[config.mk]
export PLATFORM = sky130hd
export DESIGN_NAME = http_request_head_parser_unit
export DESIGN_NICKNAME = d
export VERILOG_FILES = /design/src/rtl/hrhp_pkg.sv /design/src/rtl/http_request_head_parser_unit.sv
export SDC_FILE = /design/constraint.sdc
export NUM_CORES = 1
export LEC_CHECK = 0
export BUFFER_PORTS_ARGS = -buffer_cell sky130_fd_sc_hd__buf_2
export CAP_MARGIN = 15
export CELL_PAD_IN_SITES_DETAIL_PLACEMENT = 1
export CELL_PAD_IN_SITES_GLOBAL_PLACEMENT = 1
export CORE_ASPECT_RATIO = 1.25
export CORE_MARGIN = 2
export CORE_UTILIZATION = 48
export DETAILED_ROUTE_END_ITERATION = 10
export PLACE_DENSITY_LB_ADDON = 0.1
export SLEW_MARGIN = 20
export SYNTH_ARGS = -nofsm -noshare
export SYNTH_HDL_FRONTEND = slang
export SYNTH_SLANG_ARGS = --single-unit
[constraint.sdc]
create_clock -name clk -period 6.6 [get_ports clk]
set_input_delay 0.33 -clock clk [delete_from_list [all_inputs] [get_ports clk]]
set_output_delay 0.33 -clock clk [all_outputs]
set_load 0.005 [all_outputs]
[src/rtl/hrhp_pkg.sv]
// ----------------------------------------------------------------------------
// hrhp_pkg: shared types and helpers for the HTTP request head parser
// Phase and method codes, byte roles, status codes, character classes and
// the header name that carries the body length.
// ----------------------------------------------------------------------------
package hrhp_pkg;

  // default width of the body length accumulator
  localparam int LENGTH_BITS_DEF = 32;

  // input opcodes
  localparam logic OP_BYTE    = 1'b0;
  localparam logic OP_RESTART = 1'b1;

  // result status
  localparam logic [1:0] STAT_INCOMPLETE = 2'd0;
  localparam logic [1:0] STAT_COMPLETE   = 2'd1;
  localparam logic [1:0] STAT_MALFORMED  = 2'd2;

  // byte roles
  localparam logic [2:0] ROLE_DELIM  = 3'd0;
  localparam logic [2:0] ROLE_METHOD = 3'd1;
  localparam logic [2:0] ROLE_TARGET = 3'd2;
  localparam logic [2:0] ROLE_NAME   = 3'd3;
  localparam logic [2:0] ROLE_VALUE  = 3'd4;
  localparam logic [2:0] ROLE_BODY   = 3'd5;

  // method match progress codes
  localparam logic [2:0] MP_NONE  = 3'd0;
  localparam logic [2:0] MP_P     = 3'd1;
  localparam logic [2:0] MP_PO    = 3'd2;
  localparam logic [2:0] MP_POS   = 3'd3;
  localparam logic [2:0] MP_POST  = 3'd4;
  localparam logic [2:0] MP_PU    = 3'd5;
  localparam logic [2:0] MP_PUT   = 3'd6;
  localparam logic [2:0] MP_FAIL  = 3'd7;

  // length of "Content-Length"
  localparam logic [3:0] CL_NAME_LEN = 4'd14;

  typedef enum logic [4:0] {
    PH_METHOD_START = 5'd0,
    PH_METHOD       = 5'd1,
    PH_TARGET       = 5'd2,
    PH_VER_H        = 5'd3,
    PH_VER_T1       = 5'd4,
    PH_VER_T2       = 5'd5,
    PH_VER_P        = 5'd6,
    PH_VER_SLASH    = 5'd7,
    PH_MAJOR_START  = 5'd8,
    PH_MAJOR        = 5'd9,
    PH_MINOR_START  = 5'd10,
    PH_MINOR        = 5'd11,
    PH_LF_1         = 5'd12,
    PH_LINE_START   = 5'd13,
    PH_FOLD         = 5'd14,
    PH_NAME         = 5'd15,
    PH_VALUE_SPACE  = 5'd16,
    PH_VALUE        = 5'd17,
    PH_LF_2         = 5'd18,
    PH_LF_3         = 5'd19,
    PH_BODY         = 5'd20,
    PH_GOOD         = 5'd21,
    PH_BAD          = 5'd22
  } phase_t;

  typedef enum logic [3:0] {
    METH_UNKNOWN = 4'd0,
    METH_GET     = 4'd1,
    METH_HEAD    = 4'd2,
    METH_POST    = 4'd3,
    METH_PUT     = 4'd4,
    METH_DELETE  = 4'd5,
    METH_CONNECT = 4'd6,
    METH_OPTIONS = 4'd7,
    METH_TRACE   = 4'd8
  } method_t;

  // one result item
  typedef struct packed {
    logic [1:0]  status;
    logic [2:0]  byte_role;
    logic [7:0]  echo_byte;
    logic [3:0]  meth_code;
    logic [7:0]  version_major;
    logic [7:0]  version_minor;
    logic [31:0] body_length;
  } result_t;

  function automatic logic is_ctl(input logic [7:0] c);
    return (c <= 8'd31) || (c == 8'd127);
  endfunction

  function automatic logic is_special(input logic [7:0] c);
    logic r;
    case (c)
      "(", ")", "<", ">", "@", ",", ";", ":", "\\", "\"", "/",
      "[", "]", "?", "=", "{", "}", " ", 8'h09: r = 1'b1;
      default: r = 1'b0;
    endcase
    return r;
  endfunction

  function automatic logic is_token(input logic [7:0] c);
    return !c[7] && !is_ctl(c) && !is_special(c);
  endfunction

  function automatic logic dec_digit(input logic [7:0] c);
    return (c >= "0") && (c <= "9");
  endfunction

  // v * 10 + digit, saturating at 255
  function automatic logic [7:0] dec_sat8(input logic [7:0] v, input logic [7:0] c);
    logic [11:0] n;
    n = {1'b0, v, 3'b000} + {3'b000, v, 1'b0} + {8'd0, c[3:0]};
    return (n > 12'd255) ? 8'hFF : n[7:0];
  endfunction

  // characters of "Content-Length"
  function automatic logic [7:0] cl_name_char(input logic [3:0] idx);
    logic [7:0] r;
    case (idx)
      4'd0:  r = "C";
      4'd1:  r = "o";
      4'd2:  r = "n";
      4'd3:  r = "t";
      4'd4:  r = "e";
      4'd5:  r = "n";
      4'd6:  r = "t";
      4'd7:  r = "-";
      4'd8:  r = "L";
      4'd9:  r = "e";
      4'd10: r = "n";
      4'd11: r = "g";
      4'd12: r = "t";
      4'd13: r = "h";
      default: r = 8'h00;
    endcase
    return r;
  endfunction

endpackage

[src/rtl/http_request_head_parser_unit.sv]
// ----------------------------------------------------------------------------
// http_request_head_parser_unit: streaming HTTP/1.1 request head parser
// Per-byte parse of request line, headers, blank line and body length.
// ----------------------------------------------------------------------------
// One transfer in gives one transfer out. The block takes one byte (or a
// restart) every cycle while in_stall is low: the whole parse step for a
// byte is a single pass of logic from the parser state registers to the
// result register or the skid register. A two-entry output
// buffer (result register plus skid register) lets the block take the next
// byte while a result is still waiting; in_stall rises only when both are
// full. Restart returns every piece of parser state to its reset value. No
// header or target text is stored; only method, version and the first
// Content-Length value are kept.
module http_request_head_parser_unit
  import hrhp_pkg::*;
#(
  parameter int LENGTH_BITS = LENGTH_BITS_DEF
) (
  input  logic        clk,
  input  logic        rst_n,
  input  logic        in_valid,
  output logic        in_stall,
  input  logic        in_opcode,
  input  logic [7:0]  in_data_byte,
  output logic        out_valid,
  input  logic        out_stall,
  output logic [1:0]  out_status,
  output logic [2:0]  out_byte_role,
  output logic [7:0]  out_echo_byte,
  output logic [3:0]  out_method_code,
  output logic [7:0]  out_version_major,
  output logic [7:0]  out_version_minor,
  output logic [31:0] out_body_length
);

  // parser state
  phase_t                 phase_r, phase_nxt;
  logic [7:0]             first_char_r, first_char_nxt;
  logic [2:0]             match_prog_r, match_prog_nxt;
  method_t                method_r, method_nxt;
  logic                   have_hdr_r, have_hdr_nxt;
  logic [3:0]             name_idx_r, name_idx_nxt;
  logic                   name_ok_r, name_ok_nxt;
  logic                   len_found_r, len_found_nxt;
  logic                   digits_open_r, digits_open_nxt;
  logic [LENGTH_BITS-1:0] len_val_r, len_val_nxt;
  logic [LENGTH_BITS-1:0] body_rem_r, body_rem_nxt;
  logic [7:0]             major_r, major_nxt;
  logic [7:0]             minor_r, minor_nxt;

  // output buffer
  logic    out_valid_r, out_valid_nxt;
  logic    skid_valid_r, skid_valid_nxt;
  result_t main_r, main_nxt;
  result_t skid_r, skid_nxt;
  result_t res;

  logic                   accept;
  logic                   take;
  logic [7:0]             c;
  logic [2:0]             role;
  logic                   name_hit;
  logic                   name_hit_first;
  logic [LENGTH_BITS+3:0] len_acc;
  logic [LENGTH_BITS-1:0] len_digit;
  logic [LENGTH_BITS-1:0] body_dec;
  logic [LENGTH_BITS+31:0] len_ext;

  assign accept = in_valid && !skid_valid_r;
  assign take   = out_valid_r && !out_stall;
  assign c      = in_data_byte;

  // Content-Length name compare
  assign name_hit       = name_ok_r && (name_idx_r < CL_NAME_LEN) &&
                          (c == cl_name_char(name_idx_r));
  assign name_hit_first = (c == cl_name_char(4'd0));

  // length * 10 + digit, saturating at the accumulator width
  assign len_acc   = {1'b0, len_val_r, 3'b000} + {3'b000, len_val_r, 1'b0} +
                     {{LENGTH_BITS{1'b0}}, c[3:0]};
  assign len_digit = (|len_acc[LENGTH_BITS+3:LENGTH_BITS]) ? {LENGTH_BITS{1'b1}}
                                                           : len_acc[LENGTH_BITS-1:0];
  assign body_dec  = body_rem_r - {{(LENGTH_BITS-1){1'b0}}, 1'b1};

  // per-byte parse step
  always_comb begin
    phase_nxt       = phase_r;
    first_char_nxt  = first_char_r;
    match_prog_nxt  = match_prog_r;
    method_nxt      = method_r;
    have_hdr_nxt    = have_hdr_r;
    name_idx_nxt    = name_idx_r;
    name_ok_nxt     = name_ok_r;
    len_found_nxt   = len_found_r;
    digits_open_nxt = digits_open_r;
    len_val_nxt     = len_val_r;
    body_rem_nxt    = body_rem_r;
    major_nxt       = major_r;
    minor_nxt       = minor_r;
    role            = ROLE_DELIM;

    if (in_opcode == OP_RESTART) begin
      phase_nxt       = PH_METHOD_START;
      first_char_nxt  = 8'd0;
      match_prog_nxt  = MP_NONE;
      method_nxt      = METH_UNKNOWN;
      have_hdr_nxt    = 1'b0;
      name_idx_nxt    = 4'd0;
      name_ok_nxt     = 1'b0;
      len_found_nxt   = 1'b0;
      digits_open_nxt = 1'b0;
      len_val_nxt     = '0;
      body_rem_nxt    = '0;
      major_nxt       = 8'd0;
      minor_nxt       = 8'd0;
    end else begin
      case (phase_r)
        PH_METHOD_START: begin
          if (!is_token(c)) begin
            phase_nxt = PH_BAD;
          end else begin
            first_char_nxt = c;
            match_prog_nxt = (c == "P") ? MP_P : MP_FAIL;
            role           = ROLE_METHOD;
            phase_nxt      = PH_METHOD;
          end
        end
        PH_METHOD: begin
          if (c == " ") begin
            // first letter decides, else exact POST / PUT
            case (first_char_r)
              "G": method_nxt = METH_GET;
              "H": method_nxt = METH_HEAD;
              "D": method_nxt = METH_DELETE;
              "C": method_nxt = METH_CONNECT;
              "O": method_nxt = METH_OPTIONS;
              "T": method_nxt = METH_TRACE;
              default: begin
                if (match_prog_r == MP_POST)     method_nxt = METH_POST;
                else if (match_prog_r == MP_PUT) method_nxt = METH_PUT;
                else                             method_nxt = METH_UNKNOWN;
              end
            endcase
            phase_nxt = PH_TARGET;
          end else if (!is_token(c)) begin
            phase_nxt = PH_BAD;
          end else begin
            if (match_prog_r == MP_P && c == "O")        match_prog_nxt = MP_PO;
            else if (match_prog_r == MP_PO && c == "S")  match_prog_nxt = MP_POS;
            else if (match_prog_r == MP_POS && c == "T") match_prog_nxt = MP_POST;
            else if (match_prog_r == MP_P && c == "U")   match_prog_nxt = MP_PU;
            else if (match_prog_r == MP_PU && c == "T")  match_prog_nxt = MP_PUT;
            else                                         match_prog_nxt = MP_FAIL;
            role = ROLE_METHOD;
          end
        end
        PH_TARGET: begin
          if (c == " ")        phase_nxt = PH_VER_H;
          else if (is_ctl(c))  phase_nxt = PH_BAD;
          else                 role = ROLE_TARGET;
        end
        PH_VER_H:  phase_nxt = (c == "H") ? PH_VER_T1 : PH_BAD;
        PH_VER_T1: phase_nxt = (c == "T") ? PH_VER_T2 : PH_BAD;
        PH_VER_T2: phase_nxt = (c == "T") ? PH_VER_P : PH_BAD;
        PH_VER_P:  phase_nxt = (c == "P") ? PH_VER_SLASH : PH_BAD;
        PH_VER_SLASH: begin
          if (c == "/") begin
            major_nxt = 8'd0;
            minor_nxt = 8'd0;
            phase_nxt = PH_MAJOR_START;
          end else begin
            phase_nxt = PH_BAD;
          end
        end
        PH_MAJOR_START: begin
          if (dec_digit(c)) begin
            major_nxt = dec_sat8(major_r, c);
            phase_nxt = PH_MAJOR;
          end else begin
            phase_nxt = PH_BAD;
          end
        end
        PH_MAJOR: begin
          if (c == ".")            phase_nxt = PH_MINOR_START;
          else if (dec_digit(c))   major_nxt = dec_sat8(major_r, c);
          else                     phase_nxt = PH_BAD;
        end
        PH_MINOR_START: begin
          if (dec_digit(c)) begin
            minor_nxt = dec_sat8(minor_r, c);
            phase_nxt = PH_MINOR;
          end else begin
            phase_nxt = PH_BAD;
          end
        end
        PH_MINOR: begin
          if (c == 8'h0D)          phase_nxt = PH_LF_1;
          else if (dec_digit(c))   minor_nxt = dec_sat8(minor_r, c);
          else                     phase_nxt = PH_BAD;
        end
        PH_LF_1: phase_nxt = (c == 8'h0A) ? PH_LINE_START : PH_BAD;
        PH_LINE_START: begin
          if (c == 8'h0D) begin
            phase_nxt = PH_LF_3;
          end else if (have_hdr_r && (c == " " || c == 8'h09)) begin
            phase_nxt = PH_FOLD;
          end else if (!is_token(c)) begin
            phase_nxt = PH_BAD;
          end else begin
            // new header name; compare from the first character
            have_hdr_nxt = 1'b1;
            if (!len_found_r && name_hit_first) begin
              name_idx_nxt = 4'd1;
              name_ok_nxt  = 1'b1;
            end else begin
              name_idx_nxt = 4'd0;
              name_ok_nxt  = 1'b0;
            end
            role      = ROLE_NAME;
            phase_nxt = PH_NAME;
          end
        end
        PH_FOLD: begin
          if (c == 8'h0D) begin
            phase_nxt = PH_LF_2;
          end else if (c == " " || c == 8'h09) begin
            phase_nxt = PH_FOLD;
          end else if (is_ctl(c)) begin
            phase_nxt = PH_BAD;
          end else begin
            if (digits_open_r) begin
              if (dec_digit(c)) len_val_nxt = len_digit;
              else              digits_open_nxt = 1'b0;
            end
            role      = ROLE_VALUE;
            phase_nxt = PH_VALUE;
          end
        end
        PH_NAME: begin
          if (c == ":") begin
            if (name_ok_r && name_idx_r == CL_NAME_LEN && !len_found_r) begin
              len_found_nxt   = 1'b1;
              digits_open_nxt = 1'b1;
              len_val_nxt     = '0;
            end
            name_ok_nxt = 1'b0;
            phase_nxt   = PH_VALUE_SPACE;
          end else if (!is_token(c)) begin
            phase_nxt = PH_BAD;
          end else begin
            if (name_hit) name_idx_nxt = name_idx_r + 4'd1;
            else          name_ok_nxt  = 1'b0;
            role = ROLE_NAME;
          end
        end
        PH_VALUE_SPACE: phase_nxt = (c == " ") ? PH_VALUE : PH_BAD;
        PH_VALUE: begin
          if (c == 8'h0D) begin
            digits_open_nxt = 1'b0;
            phase_nxt       = PH_LF_2;
          end else if (is_ctl(c)) begin
            phase_nxt = PH_BAD;
          end else begin
            if (digits_open_r) begin
              if (dec_digit(c)) len_val_nxt = len_digit;
              else              digits_open_nxt = 1'b0;
            end
            role = ROLE_VALUE;
          end
        end
        PH_LF_2: begin
          digits_open_nxt = 1'b0;
          phase_nxt       = (c == 8'h0A) ? PH_LINE_START : PH_BAD;
        end
        PH_LF_3: begin
          if (c != 8'h0A) begin
            phase_nxt = PH_BAD;
          end else if (len_val_r != '0) begin
            body_rem_nxt = len_val_r;
            phase_nxt    = PH_BODY;
          end else begin
            phase_nxt = PH_GOOD;
          end
        end
        PH_BODY: begin
          role = ROLE_BODY;
          if (body_rem_r != '0) body_rem_nxt = body_dec;
          phase_nxt = (body_rem_nxt == '0) ? PH_GOOD : PH_BODY;
        end
        PH_GOOD: phase_nxt = PH_GOOD;
        default: phase_nxt = PH_BAD;
      endcase
      if (phase_nxt == PH_BAD) role = ROLE_DELIM;
    end
  end

  // body length, saturated to the 32-bit field
  assign len_ext = {32'd0, len_val_nxt};

  // result item for this byte
  always_comb begin
    if (phase_nxt == PH_GOOD)     res.status = STAT_COMPLETE;
    else if (phase_nxt == PH_BAD) res.status = STAT_MALFORMED;
    else                          res.status = STAT_INCOMPLETE;
    res.byte_role     = role;
    res.echo_byte     = (in_opcode == OP_RESTART) ? 8'd0 : c;
    res.meth_code     = method_nxt;
    res.version_major = major_nxt;
    res.version_minor = minor_nxt;
    res.body_length   = (|len_ext[LENGTH_BITS+31:32]) ? 32'hFFFF_FFFF : len_ext[31:0];
  end

  // output buffer: result register with skid register behind it
  always_comb begin
    out_valid_nxt  = out_valid_r;
    skid_valid_nxt = skid_valid_r;
    main_nxt       = main_r;
    skid_nxt       = skid_r;
    if (!out_valid_r || take) begin
      if (skid_valid_r) begin
        main_nxt       = skid_r;
        out_valid_nxt  = 1'b1;
        skid_valid_nxt = 1'b0;
      end else begin
        main_nxt      = res;
        out_valid_nxt = accept;
      end
    end else if (accept) begin
      skid_nxt       = res;
      skid_valid_nxt = 1'b1;
    end
  end

  // parser state registers
  always_ff @(posedge clk) begin
    if (!rst_n) begin
      phase_r       <= PH_METHOD_START;
      first_char_r  <= 8'd0;
      match_prog_r  <= MP_NONE;
      method_r      <= METH_UNKNOWN;
      have_hdr_r    <= 1'b0;
      name_idx_r    <= 4'd0;
      name_ok_r     <= 1'b0;
      len_found_r   <= 1'b0;
      digits_open_r <= 1'b0;
      len_val_r     <= '0;
      body_rem_r    <= '0;
      major_r       <= 8'd0;
      minor_r       <= 8'd0;
    end else if (accept) begin
      phase_r       <= phase_nxt;
      first_char_r  <= first_char_nxt;
      match_prog_r  <= match_prog_nxt;
      method_r      <= method_nxt;
      have_hdr_r    <= have_hdr_nxt;
      name_idx_r    <= name_idx_nxt;
      name_ok_r     <= name_ok_nxt;
      len_found_r   <= len_found_nxt;
      digits_open_r <= digits_open_nxt;
      len_val_r     <= len_val_nxt;
      body_rem_r    <= body_rem_nxt;
      major_r       <= major_nxt;
      minor_r       <= minor_nxt;
    end
  end

  // output valid flags
  always_ff @(posedge clk) begin
    if (!rst_n) begin
      out_valid_r  <= 1'b0;
      skid_valid_r <= 1'b0;
    end else begin
      out_valid_r  <= out_valid_nxt;
      skid_valid_r <= skid_valid_nxt;
    end
  end

  // output payload
  always_ff @(posedge clk) begin
    main_r <= main_nxt;
    skid_r <= skid_nxt;
  end

  assign in_stall          = skid_valid_r;
  assign out_valid         = out_valid_r;
  assign out_status        = main_r.status;
  assign out_byte_role     = main_r.byte_role;
  assign out_echo_byte     = main_r.echo_byte;
  assign out_method_code   = main_r.meth_code;
  assign out_version_major = main_r.version_major;
  assign out_version_minor = main_r.version_minor;
  assign out_body_length   = main_r.body_length;

endmodule
==> impl_metrics.yaml, run 1 <==
status:
  outcome: "complete, no violations"
sta:
  worst_slew_pin_slew_ns: 1.029
  slew_headroom_pct: 31.22
  max_freq_mhz: 210.3
  rsz0062_at_grt: "false"
  hold_viol: 0
  slew_violations: 0
  setup-tns-final_ns: 0
  period_share_pct: 72.05
  setup_viol: 0
  final.setup_skew_ns: 0.01428
  post-route-min-period_ns: 4.755
setup_path:
  path_class: "register to register"
  endpoint_kind: "register"
  critical_path.top_delay_family: "simple AND/OR/NAND/NOR gates"
  required_ns: 6.86
  max_stage_delay_ns: 0.71
  crit_chain: "fa_1 > ha_1 > a211oi_1 > o211ai_1 > a21oi_1 > nor4_1 > nor2_1 > o221ai_1 > nand4_1 > buf_4 > nor2_1 > o221ai_1"
  cp_slowest_cell: "nand4_1"
  crit_arrival_ns: 5.02
  worst_setup_path_start_kind: "register"
  worstPathMaxFanout: 17
  worst-path-buf-inv: 1
synth:
  synth_compound_area_share_pct: 22.06
  synthFlopType: "edfxtp_1"
  synth_edf_count: 130
  synth.most_common_cell: "nand2_1"
  synth_area_leaders: "edfxtp_1 24%, dfxtp_1 14%, ha_1 8.0%"
  synthMuxAreaShare_pct: 1.871
  avgSynthCellArea_um2: 8.736
  synth-xor-area-share_pct: 3.186
  synth_nets: 1974
  ys_async_sr_fraction_pct: 0
  synthAdderAreaFrac_pct: 8.708
  seq_area_frac_synth_pct: 38.60
  yosysTopAreaCellShare_pct: 24.13
  netlist_instances: 1852
  syn_area_um2: 16180
  synth_top_family_by_area: "compound AO/OA/AOI/OAI gates"
  synth_cell_types: 95
  yosysTopAreaCell: "edfxtp_1"
  synth_common_cells: "215 x nand2_1, 155 x nor2_1, 130 x edfxtp_1"
  ys_warn_count: 0
  yosys_register_bits: 247
  synthSimpleGateAreaFrac_pct: 21.89
clock_tree:
  cts_resized: 0
  clkLatencyLatePin_ns: 0.58
  cts_hold_buf: 0
  cts.sinks: 247
  cts_tree: "done"
  clk_path_buf_depth: 3
  post_cts_buffers: 0
  clock-root-buffer: "clkbuf_16"
  htree_levels: 1
  tritoncts.num_buffers: 28
  clk_pin_slew_ns: 0.06
detailed_routing:
  detail_route.first_pass.iterations: 6
  routed-via-count: 14869
  vias_per_cell: 6.412
  wl_um: 54910
  post_drt_wl_per_cell_um: 23.68
  drcViolationCount: 0
  ant_nets: 0
  drt_iter0_markers: 951
floorplan:
  start_util_pct: 48.43
  rows: 75
  fp.dieH_um: 209.3
  core-area_um2: 33410
  die_x_um: 168.2
  die_area_um2: 35200
  ioPinCount: 80
cells_and_area:
  antennaDiodeCount: 0
  post-route-util_pct: 53.54
  drive_above_1_share_pct: 11.34
  final_nets: 1996
  fillCellCount: 3926
  final-seq-area_um2: 6250
  syn_to_final_growth_pct: 10.56
  multi_input_area_um2: 9395
placement:
  gp_congestion: 0.9824
  numPortBuffers: 79
  post-dp-hpwl_um: 39010
power:
  ir_drop_mv: 0.2112
  powerDensity_nw_per_um2: 198.7
  p_leak_uw: 0.006904
global_routing:
  grt_start_max_net_pins: 60
  grt_overflow: 0
  grt_pass1_wl_um: 87450
  antenna_found_initial: 0
  grt_pass1_vias: 15622
  grt_usage_pct: 31.14
job:
  cap_viol_max_count: 0
min_path:
  hold_class: "primary input to register"
final timing paths:
check | start | depth (start not counted) | slack [ns] | endpoint
worst max-delay path | len_val_r[0] | 12 | 1.84 | out_body_length[29]
worst min register to register | method_r[0] | 2 | 0.47 | method_r[0]
worst max register to register | len_val_r[0] | 12 | 1.84 | out_body_length[29]
worst min-delay path | in_valid | 3 | 0.13 | in_stall
state kept, by name, summed over array words and instances (netlist names), 2 cells and up, named ones only:
register           count
body_rem_r            32
first_char_r           8
len_val_r             32
major_r                8
match_prog_r           3
method_r               4
minor_r                8
name_idx_r             4
out_body_length       32
out_byte_role          3
out_echo_byte          8
out_method_code        4
out_status             2
out_version_major      8
out_version_minor      8
phase_r                5
skid_r                65
worst min-delay path: cells and delay by family:
| kind | cells | cell delay, ns |
|---|---|---|
| and+or+nand+nor | 2 | 0.22 |
| buffers and inverters | 1 | 0.12 |
per-layer routing:
| layer | up-vias | routed length (um) | track usage (%) |
|---|---|---|---|
| li1 | 6950 | - | - |
| met3 | 137 | 1774 | 2.961 |
| met2 | 328 | 28390 | 57.19 |
| met5 | - | 0 | 0 |
| met1 | 7454 | 22170 | 36.54 |
| met4 | 0 | 2579 | 14.33 |
metrics by stage:
step | cells | total power, uW | instance area, um^2 | hold slack [ns] | setup slack (ns)
after global routing | 2319 | 3663 | 17890 | 0.1669 | 1.332
after CTS | 2318 | 3585 | 17860 | 0.1104 | 1.874
after floorplan | 1852 | 1858 | 16180 | 0.4355 | 1.384
after global placement | 2266 | 1967 | 16920 | 0.4426 | 1.759
after detailed placement | 2266 | 1973 | 16920 | 0.4660 | 1.587
final | 2319 | 3554 | 17890 | 0.1319 | 1.845
layout by cell type, fill, tap and decap left out, types with 21 or more instances in the layout:
cell	instances
a31oi_1	23
clkbuf_16	28
ha_1	103
nor2_1	151
nor4_1	33
o21ai_1	80
nand4_1	26
and2_1	36
a21oi_1	105
xnor2_1	35
nor2b_1	47
a22o_1	21
nand3_1	39
inv_1	39
edfxtp_1	130
buf_2	79
dfxtp_1	116
buf_4	26
o21ai_0	101
a22oi_1	40
xor2_1	22
nor3_1	49
nand2_1	214
cell type report:
class	instances	share of cell area, %
clock buffers	37	4.274
repair buffers	106	3.456
inverters	41	0.8604
multi-input cells	1450	52.53
clock inverters	15	0.9863
flip-flops and latches	247	34.94
well taps	423	2.959
cells by family (layout without fill, tap and decap cells):
group                    after synthesis  after routing
multiplexers                          28             28
adder cells (fa/ha/maj)              109            109
AO/OA/AOI/OAI                        552            552
AND/OR/NAND/NOR                      703            703
flip-flops                           247            247
XOR/XNOR                              58             58
buffers and inverters                155            199
where the power goes:
group,leakage [uW],total (uW),internal [uW],switching (uW)
registers,0.00228,1670,1650,21.8
clock network,0.000452,1610,935,676
logic,0.00417,271,83.5,187
Power figures use the tool's default switching activity.
==> run 2, diff against run 1 <==
clock period = 4.8 ns   (was 6.6 ns; I/O delays follow)
==> impl_metrics.yaml, run 2 (synthesis gave the netlist of run 1 again) <==
status:
  outcome: "complete, no violations"
placement:
  dp_cells: 2289
  numPortBuffers: 79
  post-dp-hpwl_um: 40600
  dpl_cell_area_um2: 17100
  gp_congestion: 0.9751
detailed_routing:
  detail_route.first_pass.iterations: 5
  dr_wl_met2_um: 28530
  vias_per_cell: 6.378
  wl_um: 56170
  drt_iter0_markers: 872
  ant_nets: 0
  highest_layer: "met4"
  drcViolationCount: 0
  post_drt_wl_per_cell_um: 23.99
  dr_wl_met3_um: 1821
  wl_met1_um: 22720
  routed-via-count: 14932
setup_path:
  worstPathMaxFanout: 16
  rr_startpoint: "len_val_r[0]"
  endpoint_kind: "register"
  startpoint: "len_val_r[0]"
  path_class: "register to register"
  required_ns: 5.12
  worst_setup_path_start_kind: "register"
  crit_arrival_ns: 4.31
sta:
  setup_viol: 0
  max_freq_mhz: 250.5
  final.setup_skew_ns: 0.02426
  post-route-min-period_ns: 3.991
  worst_slew_pin_slew_ns: 1.029
  timing.hold.ws_ns: 0.04829
  rsz0062_at_grt: "false"
  period_share_pct: 83.15
  slew_violations: 0
  setup-tns-final_ns: 0
  hold_viol: 0
  slew_headroom_pct: 31.34
power:
  ir_drop_mv: 0.2854
  p_leak_uw: 0.007024
  powerDensity_nw_per_um2: 273.0
job:
  cap_viol_max_count: 0
cells_and_area:
  largest_register_ffs: 65
  regMostFlops: "skid_r"
  drive_above_1_share_pct: 12.20
  layout_common_cells: "214 x nand2_1, 152 x nor2_1, 130 x edfxtp_1, 116 x dfxtp_1, 105 x a21oi_1"
  final_nets: 2018
  fin_area_um2: 18060
  fillCellCount: 3941
  finalNonFillerCells: 2341
  antennaDiodeCount: 0
  final_common_cell: "nand2_1"
  syn_to_final_growth_pct: 11.65
clock_tree:
  post_cts_buffers: 0
  cts.sinks: 247
  tritoncts.num_buffers: 28
  clk_pin_slew_ns: 0.06
  cts_tree: "done"
  htree_levels: 1
  clk_path_buf_depth: 3
  cts_resized: 0
  cts_hold_buf: 0
  clkLatencyLatePin_ns: 0.59
  clock-root-buffer: "clkbuf_16"
floorplan:
  rows: 75
  start_util_pct: 48.43
  die_area_um2: 35200
  core-area_um2: 33410
  fp.dieH_um: 209.3
  ioPinCount: 80
  die_x_um: 168.2
global_routing:
  grt_usage_pct: 31.75
  grt_pass1_wl_um: 88760
  grt_start_max_net_pins: 68
  grt_overflow: 0
  antenna_found_initial: 0
  grt_pass1_vias: 15784
min_path:
  hold_class: "primary input to register"
  hp-start: "in_valid"
## run 2: changes by cell type in the layout (fill, tap and decap cells not counted), sizes merged
cell      previous run  this run
buf                106       128
clkbuf              37        39
clkinvlp             4         3
inv                 42        41
## run 2: area by class of cell
class	count	area (um^2)	area share (%)
multi-input cells	1450	9393	51.99
clock inverters	13	160.2	0.8866
repair buffers	128	775.7	4.294
well taps	423	529.3	2.930
inverters	41	153.9	0.8519
clock buffers	39	803.3	4.447
flip-flops and latches	247	6250	34.60
## run 2: worst max-delay path, cell delays in order (launching register included)
cell and delay (ns):
dfxtp_1 0.56, fa_1 0.53, fa_1 0.50, a211oi_1 0.33, o211ai_1 0.18, a21oi_1 0.17, o21ai_1 0.15, a41oi_1 0.27
xor2_1 0.18, nand4_1 0.14, buf_4 0.23, nor3_1 0.37, o31ai_1 0.12
## run 2: routing by layer
metal / GRT usage (%) / vias up
met2: 58.14 / 367
met3: 3.187 / 152
met1: 36.57 / 7429
met4: 16.32 / 0
li1: - / 6984
met5: 0 / -
## run 2: worst paths after layout
| check | end | slack [ns] | cells past startpoint |
|---|---|---|---|
| setup / recovery | out_body_length[31] | 0.81 | 12 |
| setup reg to reg | out_body_length[31] | 0.81 | 12 |
| hold reg to reg | method_r[0] | 0.47 | 2 |
| hold / removal | out_valid | 0.05 | 3 |
## run 2: per-stage QoR
| step | utilization (%) | power, uW | setup slack (ns) |
|---|---|---|---|
| floorplan | - | 2554 | 0.3093 |
| global placement | 51.19 | 2713 | 0.8428 |
| detailed placement | 51.19 | 2721 | 0.6946 |
| CTS | 54.07 | 4959 | 0.7944 |
| global route | 54.07 | 5068 | 0.4466 |
| finish | 54.07 | 4932 | 0.8087 |
## run 2: report_power, final
group / switching [uW] / total, uW / internal, uW / leakage (uW)
Clock: 921 / 2250 / 1330 / 0.000462
Sequential: 32.4 / 2300 / 2270 / 0.00228
Combinational: 260 / 379 / 118 / 0.00428
Total: 1210 / 4930 / 3720 / 0.00702
==> run 3, diff against run 2 <==
ABC_AREA = 1   (was unset)
CORE_UTILIZATION = 46   (was 48)
clock period = 3.8 ns   (was 4.8 ns; I/O delays follow)
==> impl_metrics.yaml, run 3 <==
setup_path:
  crit_arrival_ns: 3.81
  startpoint: "len_val_r[2]"
  r2r-end: "out_body_length[19]"
  worst_r2r_path_depth: 18
  crit_chain: "fa_1 > fa_1 > nand2_1 > nand2_1 > nand3_1 > nand2_1 > nand2_1 > nand2_1 > nand2_1 > nand2_1 > nand2_1 > nand2_1 > nor2_2 > nand2_4 > o21ai_0 > o211ai_1 > nand2_1 > o21ai_0"
  critPathMostFrequentCell: "nand2_1"
  endpoint: "out_body_length[19]"
  worstPathMaxFanout: 14
  worst_setup_path_start_kind: "register"
  required_ns: 4.08
  max_stage_delay_ns: 0.49
  path_class: "register to register"
  endpoint_kind: "register"
  r2r_slack_ns: 0.27
  rr_startpoint: "len_val_r[2]"
  cp_slowest_cell: "fa_1"
clock_tree:
  clock-root-buffer: "clkbuf_16"
  cts.sinks: 247
  htree_levels: 1
  clk_pin_slew_ns: 0.07
  clk_path_buf_depth: 3
  cts_tree: "done"
  clkLatencyLatePin_ns: 0.59
  tritoncts.num_buffers: 28
floorplan:
  start_util_pct: 46.82
  rows: 78
  core-area_um2: 36400
  die_x_um: 176.2
  die_area_um2: 38620
  ioPinCount: 80
  fp.dieH_um: 219.2
detailed_routing:
  dr_wl_met2_um: 31620
  wl_met1_um: 26040
  drt_iter0_markers: 920
  detail_route.first_pass.iterations: 5
  ant_nets: 0
  post_drt_wl_per_cell_um: 20.50
  highest_layer: "met4"
  vias_per_cell: 5.575
  routed-via-count: 16886
  dr_wl_met3_um: 1806
  wl_um: 62080
  drcViolationCount: 0
cells_and_area:
  layout_common_cells: "661 x nand2_1, 276 x inv_1, 276 x nor2_1, 212 x o21ai_0, 184 x a21oi_1"
  antennaDiodeCount: 0
  drive_above_1_share_pct: 10.08
  post-route-util_pct: 52.51
  final_common_cell: "nand2_1"
  final_nets: 2649
  largest_register_ffs: 65
  finalNonFillerCells: 3029
  syn_to_final_growth_pct: 12.14
  regMostFlops: "skid_r"
sta:
  worst_slew_pin_slew_ns: 0.8299
  period_share_pct: 92.99
  setup-tns-final_ns: 0
  setup_viol: 0
  slew_headroom_pct: 44.68
  final.setup_skew_ns: 0.02208
  rsz0062_at_grt: "false"
  hold_viol: 0
  max_freq_mhz: 283.0
  timing.hold.ws_ns: 0.05958
  post-route-min-period_ns: 3.534
  slew_violations: 0
synth:
  synthFlopType: "edfxtp_1"
  synth.most_common_cell: "nand2_1"
  ys_warn_count: 0
  ys_async_sr_fraction_pct: 0
  synth_cell_types: 57
  synth_common_cells: "662 x nand2_1, 278 x nor2_1, 276 x inv_1"
  synth_edf_count: 130
  yosysTopAreaCell: "edfxtp_1"
  seq_area_frac_synth_pct: 36.65
  yosys_register_bits: 247
  yosysTopAreaCellShare_pct: 22.90
  syn_area_um2: 17040
  synth_nets: 2563
  synth_area_leaders: "edfxtp_1 23%, nand2_1 15%, dfxtp_1 14%"
  netlist_instances: 2441
  avgSynthCellArea_um2: 6.982
placement:
  dp_cells: 2976
  post-dp-hpwl_um: 47140
  numPortBuffers: 79
  gp_congestion: 0.9566
min_path:
  hold_class: "primary input to register"
  hp-start: "rst_n"
power:
  ir_drop_mv: 0.3440
  powerDensity_nw_per_um2: 383.3
  p_leak_uw: 0.009341
global_routing:
  grt_pass1_vias: 17782
  antenna_found_initial: 0
  grt_start_max_net_pins: 71
  grt_usage_pct: 32.22
  grt_pass1_wl_um: 97880
  grt_overflow: 0
status:
  outcome: "complete, no violations"
job:
  cap_viol_max_count: 0
[run 3: per-stage QoR]
step | total power [uW] | cell area, um^2 | worst slack, ns
finish | 7326 | 19110 | 0.2662
global route | 7633 | 19110 | 0.005208
CTS | 7356 | 19100 | 0.1008
detailed placement | 4557 | 18160 | 0.1246
global placement | 4502 | 18160 | 0.2972
floorplan | 4018 | 17050 | 0.3987
[run 3: power by group]
part           total [uW]  switching, uW  internal (uW)
Sequential           3070            120           2950
Combinational        1450            977            471
Clock                2810           1190           1610
[run 3: kinds of logic after synthesis]
| group | after synthesis | synth area share, % |
|---|---|---|
| DFF | 247 | 36.65 |
| xor gates and xnor gates | 54 | 2.775 |
| and+or+nand+nor | 1180 | 28.86 |
| AOI/OAI and AO/OA | 472 | 14.92 |
| adders and majority gates | 109 | 8.266 |
| buffers and inverters | 379 | 8.530 |
[run 3: worst min-delay path by stage]
stage	to	slack, ns	cells past startpoint
after floorplan	in_stall	0.37	2
after global placement	first_char_r[7]	0.43	2
after detailed placement	first_char_r[7]	0.44	2
after CTS	skid_r[57]	0.03	3
after global routing	skid_r[59]	0.08	3
final	first_char_r[7]	0.06	3
[run 3: final cells by class]
cell class                      instances  area [um^2]
Inverter                              303         1137
Clock inverter                         19        183.9
Timing Repair Buffer                  132        808.3
Clock buffer                           33        750.7
Tap cell                              480        600.6
Fill cell                            4801        17290
Sequential cell                       247         6251
Multi-Input combinational cell       1815         9382
[run 3: what timing repair did]
item	in CTS	in global routing
resized for setup	0	3
endpoints found under the setup margin	0	39
setup buffers	0	0
hold buffers	1	0
endpoints found under the hold margin	2	0
[run 3: worst max-delay path, delay by kind of cell, from the launching register on]
family / cells / cell delay, ns
AND/OR/NAND/NOR: 13 / 1.29
AO/OA/AOI/OAI: 3 / 0.56
flip-flops: 1 / 0.41
adder cells (fa/ha/maj): 2 / 0.95
[run 3: layer usage]
metal	vias up	GRT usage [%]
met3	114	2.027
li1	8211	-
met5	-	0
met2	311	59.31
met4	0	13.33
met1	8250	38.81
